### src/hw/rtl/spps_pkg.sv
// spps_pkg: widths, register indexes and reset values shared by the
// spectrum peak and power statistics unit and its square root unit.
// No dependencies.
`timescale 1ns / 1ps

package spps_pkg;

   localparam int SAMPLE_W       = 32;   // port width of one bin component
   localparam int RADICAND_W     = 64;   // re^2 + im^2
   localparam int ROOT_W         = 32;
   localparam int SUM_W          = 48;
   localparam int BIN_W          = 16;
   localparam int FRAME_LEN_W    = 17;
   localparam int BIN_WIDTH_W    = 32;
   localparam int FREQ_W         = 48;
   localparam int CSR_INDEX_W    = 1;
   localparam int CSR_DATA_W     = 32;

   localparam int DEFAULT_MAX_BINS     = 65536;
   localparam int DEFAULT_SAMPLE_WIDTH = 32;

   localparam logic [CSR_INDEX_W-1:0] CSR_BINS_PER_FRAME = 1'd0;
   localparam logic [CSR_INDEX_W-1:0] CSR_BIN_WIDTH_Q8   = 1'd1;

   localparam logic [FRAME_LEN_W-1:0] BINS_PER_FRAME_RESET = 17'd1024;
   localparam logic [BIN_WIDTH_W-1:0] BIN_WIDTH_Q8_RESET   = 32'd25000000;

endpackage

### src/hw/rtl/spps_isqrt.sv
// spps_isqrt: iterative floor square root, two radicand bits per cycle.
// Depends on spps_pkg for the radicand and root widths.
`timescale 1ns / 1ps

module spps_isqrt (
   input  logic                            clock,
   input  logic                            reset,
   input  logic                            start,
   input  logic [spps_pkg::RADICAND_W-1:0] radicand,
   output logic                            done,
   output logic [spps_pkg::ROOT_W-1:0]     root
);
   import spps_pkg::*;

   localparam int STEPS   = RADICAND_W / 2;
   localparam int STEP_CW = $clog2(STEPS);

   logic [RADICAND_W-1:0] rem_ff, rem_in;
   logic [RADICAND_W-1:0] res_ff, res_in;
   logic [RADICAND_W-1:0] bit_ff, bit_in;
   logic [STEP_CW-1:0]    step_ff, step_in;
   logic                  busy_ff, busy_in;
   logic                  done_ff, done_in;
   logic [RADICAND_W-1:0] trial;

   assign trial = res_ff + bit_ff;

   always_comb begin
      rem_in  = rem_ff;
      res_in  = res_ff;
      bit_in  = bit_ff;
      step_in = step_ff;
      busy_in = busy_ff;
      done_in = 1'b0;
      if (start) begin
         rem_in  = radicand;
         res_in  = '0;
         bit_in  = {2'b01, {(RADICAND_W-2){1'b0}}};
         step_in = '0;
         busy_in = 1'b1;
      end else if (busy_ff) begin
         if (rem_ff >= trial) begin
            rem_in = rem_ff - trial;
            res_in = (res_ff >> 1) + bit_ff;
         end else begin
            res_in = res_ff >> 1;
         end
         bit_in  = bit_ff >> 2;
         step_in = step_ff + 1'b1;
         if (step_ff == STEP_CW'(STEPS - 1)) begin
            busy_in = 1'b0;
            done_in = 1'b1;
         end
      end
   end

   always_ff @(posedge clock) begin
      rem_ff  <= rem_in;
      res_ff  <= res_in;
      bit_ff  <= bit_in;
      step_ff <= step_in;
      if (reset) begin
         busy_ff <= 1'b0;
         done_ff <= 1'b0;
      end else begin
         busy_ff <= busy_in;
         done_ff <= done_in;
      end
   end

   assign done = done_ff;
   assign root = res_ff[ROOT_W-1:0];

endmodule

### src/hw/rtl/spectrum_peak_and_power_stats_unit.sv
// spectrum_peak_and_power_stats_unit: per-frame magnitude sum and peak search
// over complex spectrum bins. Depends on spps_pkg and spps_isqrt.
//
// Each accepted bin holds the input off until it is done, so a new bin is taken
// only once the last has been through its steps: re^2 and im^2 on the shared
// 32x32 multiplier, one add, and the square root unit, which resolves two
// radicand bits a cycle. The last bin of a frame then goes through the offset,
// the frequency product on the same multiplier and the result load, plus any
// wait while the previous result is still held in the output register. The
// result register is separate, so new bins are accepted while a result waits
// to be taken. Configuration may be written at any idle time; a frame length
// written mid-frame applies at once, and a bin whose index is at or past the
// new length minus one closes the frame.
`timescale 1ns / 1ps

module spectrum_peak_and_power_stats_unit #(
   parameter int MAX_BINS     = spps_pkg::DEFAULT_MAX_BINS,
   parameter int SAMPLE_WIDTH = spps_pkg::DEFAULT_SAMPLE_WIDTH
) (
   input  logic                                    clock,
   input  logic                                    reset,
   input  logic                                    req_valid,
   output logic                                    req_ready,
   input  logic signed [spps_pkg::SAMPLE_W-1:0]    req_bin_real,
   input  logic signed [spps_pkg::SAMPLE_W-1:0]    req_bin_imag,
   output logic                                    rsp_valid,
   input  logic                                    rsp_ready,
   output logic [spps_pkg::SUM_W-1:0]              rsp_total_magnitude,
   output logic [spps_pkg::ROOT_W-1:0]             rsp_peak_magnitude,
   output logic [spps_pkg::BIN_W-1:0]              rsp_peak_bin,
   output logic signed [spps_pkg::FRAME_LEN_W-1:0] rsp_peak_offset_bin,
   output logic signed [spps_pkg::FREQ_W-1:0]      rsp_peak_freq_q8,
   input  logic                                    csr_write_enable,
   input  logic [spps_pkg::CSR_INDEX_W-1:0]        csr_index,
   input  logic [spps_pkg::CSR_DATA_W-1:0]         csr_data
);
   import spps_pkg::*;

   localparam logic [3:0] ST_IDLE   = 4'd0;
   localparam logic [3:0] ST_MUL_RE = 4'd1;
   localparam logic [3:0] ST_MUL_IM = 4'd2;
   localparam logic [3:0] ST_ADD    = 4'd3;
   localparam logic [3:0] ST_SQRT   = 4'd4;
   localparam logic [3:0] ST_OFFSET = 4'd5;
   localparam logic [3:0] ST_FREQ   = 4'd6;
   localparam logic [3:0] ST_OUT    = 4'd7;

   localparam logic [FRAME_LEN_W-1:0] MAX_LEN = FRAME_LEN_W'(MAX_BINS);
   localparam logic [FRAME_LEN_W-1:0] MIN_LEN = FRAME_LEN_W'(2);
   localparam int OFF_W = FRAME_LEN_W + 1;

   function automatic logic [SAMPLE_W-1:0] abs_sample(input logic [SAMPLE_W-1:0] raw);
      logic [SAMPLE_WIDTH-1:0] v;
      v = raw[SAMPLE_WIDTH-1:0];
      if (v[SAMPLE_WIDTH-1]) begin
         v = ~v + 1'b1;
      end
      return SAMPLE_W'(v);
   endfunction

   logic [3:0]             state_ff, state_in;
   logic [FRAME_LEN_W-1:0] bins_cfg_ff;
   logic [BIN_WIDTH_W-1:0] width_cfg_ff;
   logic [SAMPLE_W-1:0]    abs_re_ff, abs_im_ff;
   logic [RADICAND_W-1:0]  prod_ff, re_sq_ff;
   logic [BIN_W-1:0]       bin_count_ff, bin_count_in;
   logic [SUM_W-1:0]       sum_ff, sum_in;
   logic [ROOT_W-1:0]      best_mag_ff, best_mag_in;
   logic [BIN_W-1:0]       best_bin_ff, best_bin_in;
   logic [OFF_W-1:0]       offset_ff;
   logic [FRAME_LEN_W-1:0] off_abs_ff;

   logic                   rsp_valid_ff;
   logic [SUM_W-1:0]       rsp_total_ff;
   logic [ROOT_W-1:0]      rsp_peak_mag_ff;
   logic [BIN_W-1:0]       rsp_peak_bin_ff;
   logic [FRAME_LEN_W-1:0] rsp_offset_ff;
   logic [FREQ_W-1:0]      rsp_freq_ff;

   logic [SAMPLE_W-1:0]    mul_a, mul_b;
   logic [RADICAND_W-1:0]  mul_p;
   logic                   sqrt_start, sqrt_done;
   logic [ROOT_W-1:0]      sqrt_root;
   logic [FRAME_LEN_W-1:0] frame_len;
   logic [SUM_W:0]         sum_wide;
   logic [OFF_W-1:0]       offset_calc;
   logic                   req_fire, out_load;
   logic [FREQ_W-1:0]      freq_mag;

   spps_isqrt u_isqrt (
      .clock    (clock),
      .reset    (reset),
      .start    (sqrt_start),
      .radicand (re_sq_ff + prod_ff),
      .done     (sqrt_done),
      .root     (sqrt_root)
   );

   assign req_ready = (state_ff == ST_IDLE);
   assign req_fire  = req_valid && req_ready;
   assign sqrt_start = (state_ff == ST_ADD);
   assign out_load  = (state_ff == ST_OUT) && (!rsp_valid_ff || rsp_ready);

   always_comb begin
      if (bins_cfg_ff < MIN_LEN) begin
         frame_len = MIN_LEN;
      end else if (bins_cfg_ff > MAX_LEN) begin
         frame_len = MAX_LEN;
      end else begin
         frame_len = bins_cfg_ff;
      end
   end

   // shared multiplier: squares, then offset times bin width at frame end
   always_comb begin
      unique case (state_ff)
         ST_MUL_RE: begin
            mul_a = abs_re_ff;
            mul_b = abs_re_ff;
         end
         ST_MUL_IM: begin
            mul_a = abs_im_ff;
            mul_b = abs_im_ff;
         end
         default: begin
            mul_a = SAMPLE_W'(off_abs_ff);
            mul_b = width_cfg_ff;
         end
      endcase
   end
   assign mul_p = mul_a * mul_b;

   assign sum_wide = {1'b0, sum_ff} + (SUM_W+1)'(sqrt_root);

   // bins past half the frame map to negative frequency
   always_comb begin
      if ({1'b0, best_bin_ff} <= (frame_len >> 1)) begin
         offset_calc = OFF_W'(best_bin_ff);
      end else begin
         offset_calc = OFF_W'(best_bin_ff) - OFF_W'(frame_len);
      end
   end

   assign freq_mag = prod_ff[FREQ_W-1:0];

   always_comb begin
      state_in     = state_ff;
      bin_count_in = bin_count_ff;
      sum_in       = sum_ff;
      best_mag_in  = best_mag_ff;
      best_bin_in  = best_bin_ff;
      unique case (state_ff)
         ST_IDLE: begin
            if (req_fire) begin
               state_in = ST_MUL_RE;
            end
         end
         ST_MUL_RE: state_in = ST_MUL_IM;
         ST_MUL_IM: state_in = ST_ADD;
         ST_ADD:    state_in = ST_SQRT;
         ST_SQRT: begin
            if (sqrt_done) begin
               sum_in = sum_wide[SUM_W] ? {SUM_W{1'b1}} : sum_wide[SUM_W-1:0];
               if (sqrt_root > best_mag_ff) begin
                  best_mag_in = sqrt_root;
                  best_bin_in = bin_count_ff;
               end
               if ({1'b0, bin_count_ff} >= frame_len - 1'b1) begin
                  state_in = ST_OFFSET;
               end else begin
                  bin_count_in = bin_count_ff + 1'b1;
                  state_in     = ST_IDLE;
               end
            end
         end
         ST_OFFSET: state_in = ST_FREQ;
         ST_FREQ:   state_in = ST_OUT;
         ST_OUT: begin
            if (out_load) begin
               bin_count_in = '0;
               sum_in       = '0;
               best_mag_in  = '0;
               best_bin_in  = '0;
               state_in     = ST_IDLE;
            end
         end
         default: state_in = ST_IDLE;
      endcase
   end

   always_ff @(posedge clock) begin
      if (req_fire) begin
         abs_re_ff <= abs_sample(req_bin_real);
         abs_im_ff <= abs_sample(req_bin_imag);
      end
      if (state_ff == ST_MUL_RE || state_ff == ST_MUL_IM || state_ff == ST_FREQ) begin
         prod_ff <= mul_p;
      end
      if (state_ff == ST_MUL_IM) begin
         re_sq_ff <= prod_ff;
      end
      if (state_ff == ST_OFFSET) begin
         offset_ff  <= offset_calc;
         off_abs_ff <= offset_calc[OFF_W-1] ? FRAME_LEN_W'(-offset_calc)
                                            : FRAME_LEN_W'(offset_calc);
      end
      if (out_load) begin
         rsp_total_ff    <= sum_ff;
         rsp_peak_mag_ff <= best_mag_ff;
         rsp_peak_bin_ff <= best_bin_ff;
         rsp_offset_ff   <= offset_ff[FRAME_LEN_W-1:0];
         rsp_freq_ff     <= offset_ff[OFF_W-1] ? -freq_mag : freq_mag;
      end
   end

   always_ff @(posedge clock) begin
      if (reset) begin
         state_ff     <= ST_IDLE;
         bins_cfg_ff  <= BINS_PER_FRAME_RESET;
         width_cfg_ff <= BIN_WIDTH_Q8_RESET;
         bin_count_ff <= '0;
         sum_ff       <= '0;
         best_mag_ff  <= '0;
         best_bin_ff  <= '0;
         rsp_valid_ff <= 1'b0;
      end else begin
         state_ff     <= state_in;
         bin_count_ff <= bin_count_in;
         sum_ff       <= sum_in;
         best_mag_ff  <= best_mag_in;
         best_bin_ff  <= best_bin_in;
         if (out_load) begin
            rsp_valid_ff <= 1'b1;
         end else if (rsp_ready) begin
            rsp_valid_ff <= 1'b0;
         end
         if (csr_write_enable) begin
            unique case (csr_index)
               CSR_BINS_PER_FRAME: bins_cfg_ff  <= csr_data[FRAME_LEN_W-1:0];
               CSR_BIN_WIDTH_Q8:   width_cfg_ff <= csr_data[BIN_WIDTH_W-1:0];
               default: ;
            endcase
         end
      end
   end

   assign rsp_valid           = rsp_valid_ff;
   assign rsp_total_magnitude = rsp_total_ff;
   assign rsp_peak_magnitude  = rsp_peak_mag_ff;
   assign rsp_peak_bin        = rsp_peak_bin_ff;
   assign rsp_peak_offset_bin = rsp_offset_ff;
   assign rsp_peak_freq_q8    = rsp_freq_ff;

endmodule
### config.mk
export PLATFORM = sky130hd
export DESIGN_NAME = spectrum_peak_and_power_stats_unit
export DESIGN_NICKNAME = d
export VERILOG_FILES = /design/src/hw/rtl/spps_pkg.sv /design/src/hw/rtl/spps_isqrt.sv /design/src/hw/rtl/spectrum_peak_and_power_stats_unit.sv
export SDC_FILE = /design/constraint.sdc
export NUM_CORES = 2
export LEC_CHECK = 0
export BUFFER_PORTS_ARGS = -buffer_cell sky130_fd_sc_hd__buf_2
export CAP_MARGIN = 0
export CELL_PAD_IN_SITES_DETAIL_PLACEMENT = 2
export CELL_PAD_IN_SITES_GLOBAL_PLACEMENT = 2
export CORE_AREA = 2 2 439 441
export DETAILED_ROUTE_END_ITERATION = 16
export DIE_AREA = 0 0 441 443
export GPL_TIMING_DRIVEN = 0
export HOLD_SLACK_MARGIN = 0.15
export MAX_ROUTING_LAYER = met4
export PLACE_DENSITY_LB_ADDON = 0.1
export SYNTH_ARGS = -nofsm -noshare
export SYNTH_HDL_FRONTEND = slang
export SYNTH_SLANG_ARGS = --single-unit
### constraint.sdc
create_clock -name clock -period 13.59 [get_ports clock]
set_clock_uncertainty 0.05 [all_clocks]
set_input_delay 3.3975 -clock clock [delete_from_list [all_inputs] [get_ports clock]]
set_output_delay 3.3975 -clock clock [all_outputs]
set_load 0.03 [all_outputs]
==> run_results.csv <==
group,metric,value,unit
yosys,synth_nets,10000,
clock_network,numCtsBuffers,92,
placed_design,hpwl,268000,um
clock_network,post_cts_buffers,0,
worst_setup_path,slowest_stage,"o21ai_1",
worst_hold_path,holdCritPathClass,"reg -> reg",
grt,grt_pass1_wl,484000,um
clock_network,cts.clk_slew.worst_paths,0.06,ns
worst_setup_path,path_max_fanout,10,
worst_setup_path,slowest_delay,0.72,ns
yosys,synthArstFlopShare,0,%
sta,fin_crit,13.07,ns
sta,setup_viol,0,
sta,worst_slew_margin_rel,2.70,%
yosys,synth-xor-area-share,5.05,%
worst_setup_path,crit_type,"reg -> reg",
yosys,synth_seq_cells,719,
worst_setup_path,worstSetupEndpointType,"flip-flop",
sta,slew_viol_final,0,
yosys,avgSynthCellArea,9.02,um^2
clock_network,cts_root_buffer,"clkbuf_16",
worst_setup_path,start_kind,"flip-flop",
clock_network,cts_hold_buf,0,
finish,layout.nets,10375,
yosys,synth_top_family_by_area,"adder cells",
yosys,synth_fa_ha_area_share,33.2,%
run,drv_cap,0,
grt,grt_usage,34.3,%
worst_setup_path,startpoint,"state_ff[1]",
grt,grt_pass1_vias,73588,
grt,grt-ovfl-total,0,
yosys,yosysMostFrequentCell,"inv_1",
finish,fillers,20952,
clock_network,clkSinkCount,719,
yosys,yosysSeqAreaShare,24.9,%
sta,hold_viol,0,
yosys,synth_mux_area_share,1.10,%
finish,area_growth,10.6,%
sta,fin_crit_sh,96.2,%
floorplan,floorplan.initialDensity,39.7,%
floorplan,rows,161,
sta,max_freq,76.5,MHz
yosys,synth-simple-area-share,15.3,%
grt,antenna_found_initial,10,
sta,rsz0062_at_grt,"false",
floorplan,ios,265,
yosys,synth_top_area_cell,"fa_1",
worst_setup_path,crit_path_frequent_cell,"fa_1",
yosys,synth_edf_count,451,
yosys,ys_top_cells_by_count,"inv_1 (1048), nor2_1 (1003), nand2_1 (907)",
yosys,synthesis.area,76000,um^2
sta,worst_pin_slew,1.45,ns
clock_network,htree_levels,3,
detailed_routing,drc_errors,0,
status,status,"completed",
floorplan,core_area,191000,um^2
detailed_routing,dr.pass1.iters,5,
worst_setup_path,worstPathArrival,13.46,ns
detailed_routing,post_drt_via_cell_ratio,5.74,
detailed_routing,totalWireLength,326000,um
yosys,yosysUniqueCellTypes,83,
detailed_routing,postRouteAntennaNets,0,
yosys,synth_warnings,0,
detailed_routing,avgRoutedWirePerCell,28.5,um
clock_network,clk_latency,0.76,ns
grt,grt_max_degree,38,
detailed_routing,vias,65499,
sta,whs,0.371,ns
worst_setup_path,r2r-start,"state_ff[1]",
yosys,netlist_instances,8422,
worst_hold_path,hold_path.startpoint,"offset_ff[14]",
yosys,synth_compound_area_share,13.3,%
clock_network,cts_resized,0,
placed_design,gp_congestion,0.969,
clock_network,cts_tree,"built",
finish,drive_above_1_share,6.01,%
worst_setup_path,crit_required,13.98,ns
floorplan,die_area,195000,um^2
floorplan,die_w,441,um
yosys,synth_flop_cell,"edfxtp_1",
floorplan,die_y,443,um
placed_design,io_buffers,263,
yosys,synth_top_area_share,23.7,%
clock_network,ctsLongestPathBuffers,3,
yosys,synthTopCellsByArea,"fa_1 (24%), edfxtp_1 (18%), ha_1 (9.5%), dfxtp_1 (7.1%), inv_1 (5.2%)",
detailed_routing,drt_iter0_drc,3844,
==> layout make-up <==
class                      instances  area, um^2  area share [%]
multi-input combinational       6247       51700            61.5
sequential                       719       18900            22.5
inverter                        1057        3970            4.72
tap                             2526        3160            3.76
clock buffer                     123        2590            3.08
timing repair buffer             281        1640            1.96
buffer                           399        1500            1.79
clock inverter                    48         527           0.627
antenna                           10        25.0          0.0298
==> cell usage in the layout (no fill, tap or decap), types with 173 or more instances in the layout <==
cell	n
nand2_1	907
inv_1	1048
o21ai_0	342
buf_2	264
nor2_1	1000
a21oi_1	502
dfxtp_1	268
xnor2_1	288
a21o_1	173
ha_1	576
fa_1	900
edfxtp_1	451
clkbuf_1	392
==> final timing paths <==
kind / end / slack, ns / cells after the start
setup / recovery: prod_ff[58] / 0.52 / 31
hold / removal: rsp_peak_offset_bin[14] / 0.37 / 0
setup reg to reg: prod_ff[58] / 0.52 / 31
hold reg to reg: rsp_peak_offset_bin[14] / 0.37 / 0
==> critical path: cells and delay by family (launching register included) <==
family / cells / cell delay (ns)
xor+xnor: 1 / 0.18
compound gates: 11 / 3.58
flops: 1 / 0.56
simple gates: 4 / 1.52
buf+inv: 6 / 2.45
fa+ha+maj: 9 / 4.37
==> per-stage QoR <==
step	worst slack (ns)	std cells	area (um^2)	utilization, %	TNS (ns)
6_report	0.516	11410	84000	43.9	0
3_5_place_dp	0.485	11227	80800	42.3	0
3_3_place_gp	-3.25	11211	80500	42.1	-454.48
4_1_cts	0.412	11398	84000	43.9	0
5_1_grt	0.0546	11407	84000	43.9	0
2_1_floorplan	1.95	8422	76000	-	0
==> flip-flops by register name, indices dropped and copies added, names as in the netlist, 48 cells and up <==
register,cells
prod_ff,64
re_sq_ff,64
rsp_peak_freq_q8,48
rsp_total_magnitude,48
sum_ff,48
u_isqrt.rem_ff,64
u_isqrt.res_ff,64
==> cells by family (layout without fill, tap and decap cells) <==
kind of cell	count (synthesis)	count (layout)
compound gates	1617	1617
xor+xnor	438	438
fa+ha+maj	1476	1476
buf+inv	1456	1908
flops	719	719
mux	82	82
other cells	0	10
simple gates	2634	2634
==> routing by layer <==
layer,share of wire [%],GRT usage (%),vias to the layer above
met5,0,-,-
li1,-,-,28866
met1,40,40.8,34382
met2,49,57.2,1649
met4,6.2,17.5,0
met3,4.4,4.01,602
Power is not shown: default switching activity piles up to over one toggle a cycle in this logic, so the estimate is an artifact.
